--- src/rtl/rdm_pkg.sv ---
// Package: shared constants, types and state codes of the RMS dBm level meter.
package rdm_pkg;

   // Block length limit and field widths
   localparam int MAX_BLOCK  = 1024;
   localparam int SAMPLE_W   = 16;
   localparam int LEVEL_W    = 16;

   // Square of a 16-bit sample is at most 2^30
   localparam int SQ_W       = 31;
   localparam int SUM_W      = SQ_W + $clog2(MAX_BLOCK);
   localparam int CNT_W      = $clog2(MAX_BLOCK + 1);

   // Block queue between front and back
   localparam int QUEUE_DEPTH = 2;
   localparam int QPTR_W      = $clog2(QUEUE_DEPTH);
   localparam int QCNT_W      = $clog2(QUEUE_DEPTH + 1);

   // log2 engine: 64-bit normaliser in binary steps, then Q30 squaring
   localparam int NORM_W     = 64;
   localparam int LZ_W       = $clog2(NORM_W);
   localparam int NORM_STEPS = LZ_W;
   localparam int MANT_FRAC  = 30;
   localparam int MANT_W     = MANT_FRAC + 1;
   localparam int FRAC_BITS  = 16;
   localparam int STEP_W     = $clog2(FRAC_BITS);
   localparam int LOG_W      = LZ_W + FRAC_BITS;
   localparam int DIFF_W     = LOG_W + 1;

   // Level scaling: 10*log10(2) in Q16, reference offset in Q32
   localparam int    SCALE_W         = 19;
   localparam int    TEN_LOG10_2_Q16 = 197283;
   localparam int    PROD_W          = DIFF_W + SCALE_W;
   localparam int    P_W             = PROD_W + 1;
   localparam longint OFFSET_Q32     = 64'sd361171027919;
   localparam int    LEVEL_SHIFT     = 24;
   localparam longint ROUND_HALF     = 64'sd1 << (LEVEL_SHIFT - 1);
   localparam int    R_W             = P_W - LEVEL_SHIFT;
   localparam int    LEVEL_MAX       = 32767;
   localparam int    LEVEL_MIN       = -32768;

   // One finished block as handed from front to back
   typedef struct packed {
      logic [SUM_W-1:0] sum;
      logic [CNT_W-1:0] cnt;
      logic             too_long;
   } rdm_entry_type;

   typedef struct packed {
      logic          valid;
      rdm_entry_type entry;
   } rdm_push_type;

   typedef struct packed {
      logic full;
      logic empty;
   } rdm_qstat_type;

   typedef enum logic [2:0] {
      BK_IDLE,
      BK_NORM,
      BK_FRAC,
      BK_MUL,
      BK_ROUND
   } rdm_back_state_type;

endpackage

--- src/rtl/rdm_if.sv ---
// Interfaces: sample request channel and level response channel.
interface rdm_req_if;
   import rdm_pkg::*;
   logic                       valid;
   logic                       ready;
   logic signed [SAMPLE_W-1:0] sample;
   logic                       last_sample;

   modport source (output valid, output sample, output last_sample, input ready);
   modport sink   (input valid, input sample, input last_sample, output ready);
endinterface

interface rdm_rsp_if;
   import rdm_pkg::*;
   logic                      valid;
   logic                      ready;
   logic signed [LEVEL_W-1:0] level_dbm_q8;
   logic                      silent;
   logic                      overflow;

   modport source (output valid, output level_dbm_q8, output silent, output overflow,
                   input ready);
   modport sink   (input valid, input level_dbm_q8, input silent, input overflow,
                   output ready);
endinterface

--- src/rtl/rdm_front.sv ---
// Front end: squares samples, accumulates block energy and count, queues finished blocks.
module rdm_front (
   input  logic                   clock,
   input  logic                   reset,
   rdm_req_if.sink                req_chan,
   input  rdm_pkg::rdm_qstat_type qstat,
   output rdm_pkg::rdm_push_type  push
);
   import rdm_pkg::*;

   logic                    sq_valid_ff, sq_valid_in;
   logic [SQ_W-1:0]         sq_ff, sq_in;
   logic                    sq_last_ff, sq_last_in;
   logic [SUM_W-1:0]        sum_ff, sum_in;
   logic [CNT_W-1:0]        cnt_ff, cnt_in;
   logic                    too_long_ff, too_long_in;

   logic signed [2*SAMPLE_W-1:0] square;
   logic                    req_fire;
   logic                    sq_fire;
   logic                    room;
   logic [SUM_W-1:0]        sum_next;
   logic [CNT_W-1:0]        cnt_next;
   logic                    too_long_next;

   // a last sample waits while the queue is full
   assign sq_fire        = sq_valid_ff && !(sq_last_ff && qstat.full);
   assign req_chan.ready = !sq_valid_ff || sq_fire;
   assign req_fire       = req_chan.valid && req_chan.ready;
   assign square         = req_chan.sample * req_chan.sample;

   assign room          = cnt_ff < CNT_W'(MAX_BLOCK);
   assign sum_next      = room ? sum_ff + SUM_W'(sq_ff) : sum_ff;
   assign cnt_next      = room ? cnt_ff + CNT_W'(1) : cnt_ff;
   assign too_long_next = too_long_ff | !room;

   assign push.valid          = sq_fire && sq_last_ff;
   assign push.entry.sum      = sum_next;
   assign push.entry.cnt      = cnt_next;
   assign push.entry.too_long = too_long_next;

   always_comb begin
      sq_valid_in = sq_valid_ff;
      sq_in       = sq_ff;
      sq_last_in  = sq_last_ff;
      if (req_fire) begin
         sq_valid_in = 1'b1;
         sq_in       = square[SQ_W-1:0];
         sq_last_in  = req_chan.last_sample;
      end else if (sq_fire) begin
         sq_valid_in = 1'b0;
      end
   end

   always_comb begin
      sum_in      = sum_ff;
      cnt_in      = cnt_ff;
      too_long_in = too_long_ff;
      if (sq_fire) begin
         if (sq_last_ff) begin
            sum_in      = '0;
            cnt_in      = '0;
            too_long_in = 1'b0;
         end else begin
            sum_in      = sum_next;
            cnt_in      = cnt_next;
            too_long_in = too_long_next;
         end
      end
   end

   always_ff @(posedge clock) begin
      if (reset) begin
         sq_valid_ff <= 1'b0;
         sum_ff      <= '0;
         cnt_ff      <= '0;
         too_long_ff <= 1'b0;
      end else begin
         sq_valid_ff <= sq_valid_in;
         sum_ff      <= sum_in;
         cnt_ff      <= cnt_in;
         too_long_ff <= too_long_in;
      end
   end

   always_ff @(posedge clock) begin
      sq_ff      <= sq_in;
      sq_last_ff <= sq_last_in;
   end

endmodule

--- src/rtl/rdm_queue.sv ---
// Short block queue between the accumulating front and the log back end.
module rdm_queue (
   input  logic                   clock,
   input  logic                   reset,
   input  rdm_pkg::rdm_push_type  push,
   input  logic                   pop,
   output rdm_pkg::rdm_entry_type head,
   output rdm_pkg::rdm_qstat_type qstat
);
   import rdm_pkg::*;

   rdm_entry_type     entries_ff [QUEUE_DEPTH];
   logic [QPTR_W-1:0] wr_ptr_ff, wr_ptr_in;
   logic [QPTR_W-1:0] rd_ptr_ff, rd_ptr_in;
   logic [QCNT_W-1:0] count_ff, count_in;

   assign qstat.full  = count_ff == QCNT_W'(QUEUE_DEPTH);
   assign qstat.empty = count_ff == '0;
   assign head        = entries_ff[rd_ptr_ff];

   always_comb begin
      wr_ptr_in = wr_ptr_ff;
      rd_ptr_in = rd_ptr_ff;
      count_in  = count_ff;
      if (push.valid) begin
         wr_ptr_in = (wr_ptr_ff == QPTR_W'(QUEUE_DEPTH - 1)) ? '0 : wr_ptr_ff + QPTR_W'(1);
      end
      if (pop) begin
         rd_ptr_in = (rd_ptr_ff == QPTR_W'(QUEUE_DEPTH - 1)) ? '0 : rd_ptr_ff + QPTR_W'(1);
      end
      case ({push.valid, pop})
         2'b10:   count_in = count_ff + QCNT_W'(1);
         2'b01:   count_in = count_ff - QCNT_W'(1);
         default: count_in = count_ff;
      endcase
   end

   always_ff @(posedge clock) begin
      if (reset) begin
         wr_ptr_ff <= '0;
         rd_ptr_ff <= '0;
         count_ff  <= '0;
      end else begin
         wr_ptr_ff <= wr_ptr_in;
         rd_ptr_ff <= rd_ptr_in;
         count_ff  <= count_in;
      end
   end

   always_ff @(posedge clock) begin
      if (push.valid) begin
         entries_ff[wr_ptr_ff] <= push.entry;
      end
   end

endmodule

--- src/rtl/rdm_back.sv ---
// Back end: iterative log2 of energy and count, dB scaling, rounding and response register.
module rdm_back (
   input  logic                   clock,
   input  logic                   reset,
   input  rdm_pkg::rdm_entry_type head,
   input  rdm_pkg::rdm_qstat_type qstat,
   output logic                   pop,
   rdm_rsp_if.source              rsp_chan
);
   import rdm_pkg::*;

   rdm_back_state_type       state_ff, state_in;
   logic [STEP_W-1:0]        step_ff, step_in;
   logic                     pass_ff, pass_in;
   logic                     silent_ff, silent_in;
   logic                     too_long_ff, too_long_in;
   logic [CNT_W-1:0]         cnt_ff, cnt_in;
   logic [NORM_W-1:0]        v_ff, v_in;
   logic [LZ_W-1:0]          lz_ff, lz_in;
   logic [MANT_W-1:0]        m_ff, m_in;
   logic [FRAC_BITS-1:0]     frac_ff, frac_in;
   logic [LOG_W-1:0]         lsum_ff, lsum_in;
   logic [LOG_W-1:0]         lcnt_ff, lcnt_in;
   logic signed [PROD_W-1:0] prod_ff, prod_in;
   logic                     rsp_valid_ff, rsp_valid_in;
   logic signed [LEVEL_W-1:0] level_ff, level_in;
   logic                     rsp_silent_ff, rsp_silent_in;
   logic                     rsp_ovf_ff, rsp_ovf_in;

   logic                     last_norm;
   logic                     last_frac;
   logic                     round_done;
   logic [LZ_W-1:0]          sh;
   logic                     hi_zero;
   logic [NORM_W-1:0]        v_norm;
   logic [2*MANT_W-1:0]      m_sq;
   logic [MANT_W:0]          m_t;
   logic [MANT_W-1:0]        m_next;
   logic [FRAC_BITS-1:0]     frac_next;
   logic [LZ_W-1:0]          top;
   logic [LOG_W-1:0]         log_val;
   logic signed [DIFF_W-1:0] diff;
   logic signed [SCALE_W-1:0] scale;
   logic signed [P_W-1:0]    p_val;
   logic signed [R_W-1:0]    r_val;
   logic signed [LEVEL_W-1:0] level_sat;

   assign last_norm = step_ff == STEP_W'(NORM_STEPS - 1);
   assign last_frac = step_ff == STEP_W'(FRAC_BITS - 1);

   // normaliser: halving shift each step, skip a zero top slice
   assign sh      = LZ_W'(NORM_W / 2) >> step_ff;
   assign hi_zero = (v_ff & ~({NORM_W{1'b1}} >> sh)) == '0;
   assign v_norm  = hi_zero ? (v_ff << sh) : v_ff;

   // fraction bit: square the Q30 mantissa, renormalise if it reached 2
   assign m_sq      = m_ff * m_ff;
   assign m_t       = m_sq[2*MANT_W-1:MANT_FRAC];
   assign m_next    = m_t[MANT_W] ? m_t[MANT_W:1] : m_t[MANT_W-1:0];
   assign frac_next = {frac_ff[FRAC_BITS-2:0], m_t[MANT_W]};
   assign top       = LZ_W'(NORM_W - 1) - lz_ff;
   assign log_val   = {top, frac_next};

   assign diff  = $signed({1'b0, lsum_ff}) - $signed({1'b0, lcnt_ff});
   assign scale = SCALE_W'(TEN_LOG10_2_Q16);

   // Q32 level less offset, rounded half up to Q8.8 by flooring shift
   assign p_val = P_W'(prod_ff) - P_W'(OFFSET_Q32) + P_W'(ROUND_HALF);
   assign r_val = p_val[P_W-1:LEVEL_SHIFT];

   always_comb begin
      if (r_val > R_W'(LEVEL_MAX)) begin
         level_sat = LEVEL_W'(LEVEL_MAX);
      end else if (r_val < R_W'(LEVEL_MIN)) begin
         level_sat = LEVEL_W'(LEVEL_MIN);
      end else begin
         level_sat = r_val[LEVEL_W-1:0];
      end
   end

   // control outputs
   always_comb begin
      pop        = (state_ff == BK_IDLE) && !qstat.empty;
      round_done = (state_ff == BK_ROUND) && (!rsp_valid_ff || rsp_chan.ready);
   end

   // next state
   always_comb begin
      state_in = state_ff;
      case (state_ff)
         BK_IDLE: begin
            if (!qstat.empty) begin
               state_in = (head.sum == '0) ? BK_ROUND : BK_NORM;
            end
         end
         BK_NORM: begin
            if (last_norm) begin
               state_in = BK_FRAC;
            end
         end
         BK_FRAC: begin
            if (last_frac) begin
               state_in = pass_ff ? BK_MUL : BK_NORM;
            end
         end
         BK_MUL: begin
            state_in = BK_ROUND;
         end
         BK_ROUND: begin
            if (round_done) begin
               state_in = BK_IDLE;
            end
         end
         default: state_in = BK_IDLE;
      endcase
   end

   // datapath next values
   always_comb begin
      step_in     = step_ff;
      pass_in     = pass_ff;
      silent_in   = silent_ff;
      too_long_in = too_long_ff;
      cnt_in      = cnt_ff;
      v_in        = v_ff;
      lz_in       = lz_ff;
      m_in        = m_ff;
      frac_in     = frac_ff;
      lsum_in     = lsum_ff;
      lcnt_in     = lcnt_ff;
      prod_in     = prod_ff;
      case (state_ff)
         BK_IDLE: begin
            if (pop) begin
               step_in     = '0;
               pass_in     = 1'b0;
               silent_in   = head.sum == '0;
               too_long_in = head.too_long;
               cnt_in      = head.cnt;
               v_in        = NORM_W'(head.sum);
               lz_in       = '0;
            end
         end
         BK_NORM: begin
            if (hi_zero) begin
               v_in  = v_ff << sh;
               lz_in = lz_ff + sh;
            end
            frac_in = '0;
            if (last_norm) begin
               step_in = '0;
               m_in    = v_norm[NORM_W-1 -: MANT_W];
            end else begin
               step_in = step_ff + STEP_W'(1);
            end
         end
         BK_FRAC: begin
            m_in    = m_next;
            frac_in = frac_next;
            if (last_frac) begin
               step_in = '0;
               if (pass_ff) begin
                  lcnt_in = log_val;
               end else begin
                  lsum_in = log_val;
                  pass_in = 1'b1;
                  v_in    = NORM_W'(cnt_ff);
                  lz_in   = '0;
               end
            end else begin
               step_in = step_ff + STEP_W'(1);
            end
         end
         BK_MUL: begin
            prod_in = diff * scale;
         end
         default: begin
         end
      endcase
   end

   // response register
   always_comb begin
      rsp_valid_in  = rsp_valid_ff;
      level_in      = level_ff;
      rsp_silent_in = rsp_silent_ff;
      rsp_ovf_in    = rsp_ovf_ff;
      if (round_done) begin
         rsp_valid_in  = 1'b1;
         level_in      = silent_ff ? LEVEL_W'(LEVEL_MIN) : level_sat;
         rsp_silent_in = silent_ff;
         rsp_ovf_in    = too_long_ff;
      end else if (rsp_chan.ready) begin
         rsp_valid_in = 1'b0;
      end
   end

   assign rsp_chan.valid        = rsp_valid_ff;
   assign rsp_chan.level_dbm_q8 = level_ff;
   assign rsp_chan.silent       = rsp_silent_ff;
   assign rsp_chan.overflow     = rsp_ovf_ff;

   always_ff @(posedge clock) begin
      if (reset) begin
         state_ff     <= BK_IDLE;
         rsp_valid_ff <= 1'b0;
      end else begin
         state_ff     <= state_in;
         rsp_valid_ff <= rsp_valid_in;
      end
   end

   always_ff @(posedge clock) begin
      step_ff       <= step_in;
      pass_ff       <= pass_in;
      silent_ff     <= silent_in;
      too_long_ff   <= too_long_in;
      cnt_ff        <= cnt_in;
      v_ff          <= v_in;
      lz_ff         <= lz_in;
      m_ff          <= m_in;
      frac_ff       <= frac_in;
      lsum_ff       <= lsum_in;
      lcnt_ff       <= lcnt_in;
      prod_ff       <= prod_in;
      level_ff      <= level_in;
      rsp_silent_ff <= rsp_silent_in;
      rsp_ovf_ff    <= rsp_ovf_in;
   end

endmodule

--- src/rtl/block_rms_dbm_meter.sv ---
// Top level: block RMS level meter in dBm, front accumulator, block queue and log back end.
//
// Each request carries one signed 16-bit PCM sample and a last-of-block flag.
// The front takes one request per clock unless stalled: it squares the
// sample into a register, from which it adds it to the block energy and
// count. Samples beyond MAX_BLOCK in one block are dropped and mark the
// block as overflowed. On the last sample the block's energy, count and
// overflow mark go into a two-entry queue, and the front only stalls on a
// last sample while both queue slots hold blocks. The back end works one
// block at a time: a shared log2 unit takes a six-step binary normalise
// plus sixteen squaring steps (one 31x31 multiply a cycle), run once for
// the energy and once for the count, then a dB multiply state and a round
// and saturate state. A block whose energy is zero (silent: level -32768,
// no log taken) goes from the queue straight to round and saturate. The
// result is signed Q8.8 dBm, rounded half up and saturated to 16 bits. A
// response that is not taken holds in its output register while the back
// end goes on with the next queued block up to its round and saturate state.
module block_rms_dbm_meter (
   input  logic       clock,
   input  logic       reset,
   rdm_req_if.sink    req_chan,
   rdm_rsp_if.source  rsp_chan
);
   import rdm_pkg::*;

   rdm_push_type  push;
   rdm_qstat_type qstat;
   rdm_entry_type head;
   logic          pop;

   rdm_front u_front (
      .clock    (clock),
      .reset    (reset),
      .req_chan (req_chan),
      .qstat    (qstat),
      .push     (push)
   );

   rdm_queue u_queue (
      .clock (clock),
      .reset (reset),
      .push  (push),
      .pop   (pop),
      .head  (head),
      .qstat (qstat)
   );

   rdm_back u_back (
      .clock    (clock),
      .reset    (reset),
      .head     (head),
      .qstat    (qstat),
      .pop      (pop),
      .rsp_chan (rsp_chan)
   );

   // front never pushes a finished block into a full queue
   a_no_push_full: assert property (@(posedge clock) disable iff (reset)
      push.valid |-> !qstat.full)
      else $error("block pushed into full queue");

   // back only takes a block that is there
   a_no_pop_empty: assert property (@(posedge clock) disable iff (reset)
      pop |-> !qstat.empty)
      else $error("block popped from empty queue");

   // a silent block always reports the floor level
   a_silent_floor: assert property (@(posedge clock) disable iff (reset)
      (rsp_chan.valid && rsp_chan.silent) |-> (rsp_chan.level_dbm_q8 == LEVEL_W'(LEVEL_MIN)))
      else $error("silent response with non-floor level");

   // no response straight out of reset
   a_reset_quiet: assert property (@(posedge clock)
      $past(reset) |-> !rsp_chan.valid)
      else $error("response valid right after reset");

endmodule

--- src/flat_wrapper.sv ---
// flat-port wrapper written by rule: the top's interface ports become plain ports
module block_rms_dbm_meter_flat import rdm_pkg::*;
  (clock, reset, req_chan_valid, req_chan_sample, req_chan_last_sample, req_chan_ready, rsp_chan_valid, rsp_chan_level_dbm_q8, rsp_chan_silent, rsp_chan_overflow, rsp_chan_ready);
  rdm_req_if req_chan_i ();
  rdm_rsp_if rsp_chan_i ();
  input  logic clock;
  input  logic reset;
  input wire logic [$bits(req_chan_i.valid)-1:0] req_chan_valid;
  input wire logic [$bits(req_chan_i.sample)-1:0] req_chan_sample;
  input wire logic [$bits(req_chan_i.last_sample)-1:0] req_chan_last_sample;
  output wire logic [$bits(req_chan_i.ready)-1:0] req_chan_ready;
  output wire logic [$bits(rsp_chan_i.valid)-1:0] rsp_chan_valid;
  output wire logic [$bits(rsp_chan_i.level_dbm_q8)-1:0] rsp_chan_level_dbm_q8;
  output wire logic [$bits(rsp_chan_i.silent)-1:0] rsp_chan_silent;
  output wire logic [$bits(rsp_chan_i.overflow)-1:0] rsp_chan_overflow;
  input wire logic [$bits(rsp_chan_i.ready)-1:0] rsp_chan_ready;
  assign req_chan_i.valid = req_chan_valid;
  assign req_chan_i.sample = req_chan_sample;
  assign req_chan_i.last_sample = req_chan_last_sample;
  assign req_chan_ready = req_chan_i.ready;
  assign rsp_chan_valid = rsp_chan_i.valid;
  assign rsp_chan_level_dbm_q8 = rsp_chan_i.level_dbm_q8;
  assign rsp_chan_silent = rsp_chan_i.silent;
  assign rsp_chan_overflow = rsp_chan_i.overflow;
  assign rsp_chan_i.ready = rsp_chan_ready;
  block_rms_dbm_meter u_core (.clock(clock), .reset(reset), .req_chan(req_chan_i), .rsp_chan(rsp_chan_i));
endmodule
--- config.mk ---
export PLATFORM = sky130hd
export DESIGN_NAME = block_rms_dbm_meter_flat
export DESIGN_NICKNAME = d
export VERILOG_FILES = /design/src/rtl/rdm_pkg.sv /design/src/rtl/rdm_if.sv /design/src/rtl/rdm_front.sv /design/src/rtl/rdm_queue.sv /design/src/rtl/rdm_back.sv /design/src/rtl/block_rms_dbm_meter.sv /design/src/flat_wrapper.sv
export SDC_FILE = /design/constraint.sdc
export NUM_CORES = 2
export LEC_CHECK = 0
export CAP_MARGIN = 25
export CORE_MARGIN = 2
export CORE_UTILIZATION = 46
export DETAILED_ROUTE_END_ITERATION = 12
export DONT_BUFFER_PORTS = 1
export PLACE_DENSITY_LB_ADDON = 0.25
export SYNTH_ARGS = -nofsm -noshare
export SYNTH_HDL_FRONTEND = slang
export SYNTH_SLANG_ARGS = --single-unit
--- constraint.sdc ---
create_clock -name clock -period 9 [get_ports clock]
set_input_delay 1.35 -clock clock [delete_from_list [all_inputs] [get_ports clock]]
set_output_delay 1.35 -clock clock [all_outputs]
set_load 0.01 [all_outputs]
After elaboration in Yosys (flattened, before gate mapping). Memory sizes are Yosys's and may differ from the RTL's. A register that Yosys moved wholly into a read port is not among the register bits. Index checks and enable logic that the tools add are counted. Widths: inputs -> output; s select.

Memories kept: 1. Bits in registers: 332. Logic and storage cells: 147. Bits of input ports: 21. Bits in writable memories: 106.

Memories: u_core.u_queue.entries_ff (depth 2, bits a word 53, rd ports 1, clocked after Yosys merged registers in 1, wr ports 1, line rdm_queue.sv:12) `rdm_entry_type entries_ff [QUEUE_DEPTH];`.

Eq/ne operators: 16. Shift operators: 3. Multiplexer cells: 46. Add/sub/neg operators: 12. Reductions and logical operators: 32. Multipliers: 3. Bitwise gates (word level): 4. $lt $le $gt $ge: 3.

Operators by type and width (count): $mux 64 (4); $pmux 64 s3 (1); $mux 41 (2); $and 64x64->64 (1); $logic_not 64->1 (1); $not 64->64 (1); $shl 64x6->64 (1); $shr 64x6->64 const A (1); $mul 31x31->62 (1); $mux 31 (2); $pmux 31 s2 (1); $add 43x25->43 const B (1); $sub 42x40->43 const B (1); $mul 23x19->42 const B (1); $add 41x31->41 (1); $logic_not 41->1 (1); $mux 16 (2); $mul 16x16->31 (1); $pmux 15 s2 (1); $mux 6 (4); $sub 22x22->23 (1); $mux 11 (2); $gt 19x16->1 const B (1); $lt 19x16->1 const B (1); 40 further kinds (85).

Longest topological paths before layout.
Depth in word-level cells: 8. Depth in mapped cells: 35. Mapped depth without buffers: 35.

Hierarchy. Synthesis repeated with hierarchy kept, for this count alone.

Cell total of the unflattened synthesis: 6797. Area total of the unflattened synthesis: 66734.0 µm².

Modules (own cells, without submodules): rdm_back (area an instance 48726.7 µm², cells each 5035, times used 1, sequential area each 7226.9 µm²); rdm_front (area an instance 13992.2 µm², cells each 1575, times used 1, sequential area each 2011.9 µm²); rdm_queue (area an instance 4015.1 µm², cells each 187, times used 1, sequential area each 3283.1 µm²).

Worst setup path after synthesis. Ideal clock, no wire load.

Path kind: register -> register. Start point: register u_core.u_back.m_ff[12]. End point: register u_core.u_back.m_ff[27], data pin. Cell stages (with the launch flop): 28. Clock period less this slack: 7820 ps. Arrival: 7559 ps. Path slack: 1180 ps. Cells stage by stage: edfxtp_1 clkbuf_1 clkbuf_1 nand2_1 fa_1 inv_1 fa_1 inv_1 fa_1 fa_1 inv_1 fa_1 fa_1 fa_1 fa_1 ha_1 nand3_1 nor3_2 a41oi_1 o21ai_0 o21ai_1 a311oi_1 nor2_1 a21oi_1 xnor2_1 clkinv_1 buf_2 a221o_1.

Word-level cells in the longest chain between the ends: 3.

RTL lines: start, declared (line rdm_back.sv:20) `logic [MANT_W-1:0] m_ff, m_in;`; start signal, assigned (line rdm_back.sv:221) `m_ff <= m_in;`; $mul 31x31->62 (line rdm_back.sv:57) `assign m_sq = m_ff * m_ff;`; $mux 31 (line rdm_back.sv:59) `assign m_next = m_t[MANT_W] ? m_t[MANT_W:1] : m_t[MANT_W-1:0];`; $pmux 31 s2 (line rdm_back.sv:132) `case (state_ff)`; via u_core.u_back.m_in[27] (line rdm_back.sv:20).

The timed path passes the listed nets, and every way through them passes these cells. A chain may end at the register's enable or synchronous reset.

Final worst setup path.
Start point: register u_core.u_back.m_ff[7]. End point: register u_core.u_back.m_ff[28], data pin.

The elaborated chain is that of the path after synthesis.

==> results.tsv <==
stage	metric	value	unit
route	num_vias	45100	
logic_synthesis	synth_seq_cells	438	
floorplan	die_y	381	um
route	wl	165000	um
route	drc	0	
floorplan	chipWidth	381	um
logic_synthesis	synth_seq_area_share	19.1	%
final_layout	fin_util	49.5	%
clock_network	cts_root_buf	clkbuf_16	
place	placedCellCount	8370	
clock_network	h-tree-depth	2	
clock_network	clk_pin_slew	0.07	ns
logic_synthesis	synth_area	65500	um2
setup_path	cp_slowest_cell	edfxtp_1	
clock_network	cts_tree	done	
logic_synthesis	synth_edf_count	375	
final_layout	syn_to_final_growth	6.82	%
logic_synthesis	ys_async_sr_fraction	0	%
final_layout	nNetsFinal	8257	
floorplan	io_pins	41	
setup_path	startpoint_type	register	
logic_synthesis	syn_nets	8304	
clock_network	worstSkewPairLatency	0.66	ns
floorplan	core_area	141000	um2
timing	slew_headroom	31.6	%
clock_network	cts_buffers	49	
timing	tightest_slew	1.02	ns
timing	min_period	8.65	ns
setup_path	crit_arrival	9.02	ns
final_layout	drive_gt1_share	5.02	%
route	vias_per_cell	5.32	
grt	grt_pass1_wl	265000	um
grt	grt.total_usage	23.0	%
logic_synthesis	syn_inst	6603	
final_layout	num-fill-cells	13000	
route	drt_iter0_markers	3061	
route	firstDrtPassIters	6	
timing	clock_skew	0.0575	ns
final_layout	stdcell_area	70000	um2
place	post_dp_cell_area	68000	um2
floorplan	initial_core_util	46.3	%
grt	grt_max_degree	82	
timing	fin_crit_sh	96.1	%
floorplan	fp-row-count	138	
route	drt.antenna.violating_nets	0	
setup_path	endpoint_kind	register	
grt	grt_antenna_before_repair	2	
place	dp_hpwl	135000	um
timing	drv_slew	0	
clock_network	clockBufferDepth	3	
route	wl_per_cell	19.4	um
logic_synthesis	synth_cell_types	89	
logic_synthesis	ys_warn_count	0	
floorplan	dieArea	145000	um2
clock_network	cts_hold_buf	0	
grt	grt_pass1_vias	48500	
setup_path	cp_max_fo	29	
flow_run	maxCapViolations	0	
setup_path	worstPathRequired	9.38	ns
timing	clock.fmax	0.116	GHz
setup_path	cpMostUsedCell	fa_1	
timing	setup_violations	0	
setup_path	worstSetupPathType	reg2reg	
run_status	status	finished clean	
setup_path	slowest_delay	0.56	ns
grt	grt_overflow	0	
logic_synthesis	synth_area_per_cell	9.92	um2
logic_synthesis	ys.flop_type	edfxtp_1	
timing	hold_viol	0	
clock_network	clock_sinks	438	
min_path	hp-class	reg2reg	
place	io_buffers	0	
final_layout	final_cells	8488	
place	gp_routability_congestion	0.929	
Yosys cell counts (9+ instances only):
cell type  instances  share of area [%]
o221ai_1          20               0.27
o211ai_1          25               0.29
o21a_1            19               0.22
and3_1            49               0.47
fa_1            1082                 33
nand2b_1          31               0.30
dfxtp_1           63                1.9
a31oi_1           24               0.23
a21oi_1          220                1.7
o21bai_1          24               0.28
nand2_1          534                3.1
o21ai_0          176                1.3
o21ai_1           11              0.084
nand3_1           52               0.40
or4_1             12               0.14
a22o_1            11               0.15
xor2_1            78                1.0
ha_1             598                 11
mux2i_1          231                3.5
edfxtp_1         375                 17
or2_2             14               0.13
buf_1             19               0.11
a221o_1           12               0.18
a211oi_1          21               0.24
and2_1           270                2.6
a21o_1            99                1.1
a22oi_1           58               0.66
mux4_2            11               0.38
nor3_1            41               0.31
nand4_1           23               0.22
a21boi_0          11               0.13
buf_2             22               0.17
or3_1              9              0.086
o22ai_1           33               0.32
o31ai_1           15               0.17
a221oi_1          16               0.21
xnor2_1          148                2.0
mux2_2            30               0.52
clkbuf_1         200                1.1
nor2_1           267                1.5
nor2b_1           34               0.32
inv_1           1456                8.3
nor4_1            25               0.24
cell families (layout without fill, tap and decap cells):
| kind of cell | count (synthesis) | count (layout) | share of synthesized area [%] |
|---|---|---|---|
| compound gates | 879 | 879 | 8.80 |
| xor+xnor | 226 | 226 | 3.02 |
| flops | 438 | 438 | 19.1 |
| other cells | 0 | 3 | 0 |
| simple gates | 1399 | 1399 | 10.3 |
| mux | 272 | 272 | 4.42 |
| fa+ha+maj | 1680 | 1680 | 44.5 |
| buf+inv | 1709 | 1701 | 9.87 |
stage by stage:
stage          setup TNS [ns]  worst slack (ns)  hold slack (ns)
3_3_place_gp                0             0.148            0.406
4_1_cts                     0           0.00485            0.421
6_report                    0             0.353            0.419
2_1_floorplan               0              1.18            0.400
5_1_grt               -0.0296           -0.0296            0.441
3_5_place_dp                0            0.0339            0.407
routing by layer:
layer	global-route usage [%]	part of all wire (%)
met3	2.36	4.8
met2	41.0	51
met1	30.1	42
met4	5.34	2.5
met5	0	0
cell usage in the layout (no fill, tap or decap), drive strengths merged, types with 21 or more instances in the layout:
cell type / instances
nor3: 42
ha: 598
o21ai: 189
nand2b: 31
a211oi: 21
edfxtp: 375
clkbuf: 56
fa: 1082
mux2i: 231
mux2: 30
a21o: 99
inv: 1467
xor2: 78
nor2b: 34
a21oi: 221
o221ai: 21
o21bai: 24
and2: 270
a22oi: 59
buf: 148
o22ai: 33
dfxtp: 63
nand4: 23
o211ai: 25
and3: 49
nand3: 52
nor4: 25
nor2: 267
nand2: 534
xnor2: 148
a31oi: 24
worst max-delay path, delay by kind of cell, from the launching register on:
| family | cells | cell delay (ns) |
|---|---|---|
| and+or+nand+nor | 5 | 0.97 |
| AOI/OAI and AO/OA | 6 | 1.48 |
| xor gates and xnor gates | 1 | 0.17 |
| DFF | 1 | 0.56 |
| buffers and inverters | 7 | 1.05 |
| adders and majority gates | 9 | 4.14 |
area by class of cell:
cell class	instances	area, um2	area share [%]
inverter	1463	5490	7.85
clock buffer	56	1260	1.80
timing repair buffer	148	1320	1.89
sequential	438	12500	17.9
clock inverter	34	395	0.565
multi-input combinational	4456	46600	66.6
tap	1890	2360	3.38
antenna	3	7.51	0.0107
registers in the layout (all words and copies together) (netlist names), 2 cells and up, named ones only:
name and cells:
u_core.u_queue.count_ff 2, u_core.u_back.frac_ff 15, u_core.u_back.step_ff 4, u_core.u_back.rsp_chan.level_dbm_q8 16
u_core.u_back.state_ff 3, u_core.u_back.prod_ff 42, u_core.u_back.v_ff 64, u_core.u_front.sum_ff 41
u_core.u_front.sq_ff 30, u_core.u_back.m_ff 31, u_core.u_back.lz_ff 6, u_core.u_back.lsum_ff 22
u_core.u_front.cnt_ff 11, u_core.u_back.cnt_ff 11, u_core.u_queue.entries_ff 106, u_core.u_back.lcnt_ff 22
worst paths after layout:
kind,startpoint,end,slack [ns],depth (start not counted)
worst max-delay path,u_core.u_back.m_ff[7]$_DFFE_PP_,u_core.u_back.m_ff[28]$_DFFE_PP_,0.35,28
worst min-delay path,u_core.u_back.too_long_ff$_DFFE_PP_,u_core.u_back.rsp_chan.overflow$_DFFE_PP_,0.42,0
worst max register to register,u_core.u_back.m_ff[7]$_DFFE_PP_,u_core.u_back.m_ff[28]$_DFFE_PP_,0.35,28
worst min register to register,u_core.u_back.too_long_ff$_DFFE_PP_,u_core.u_back.rsp_chan.overflow$_DFFE_PP_,0.42,0
what timing repair did:
item | in CTS | in global routing
buffers inserted | 0 | 23
resized for setup | 0 | 9
setup endpoints to repair | 0 | 33
Power is left out: the tool's default activity adds up to more than one toggle a clock period on the data nets, which glitch-free logic cannot reach.
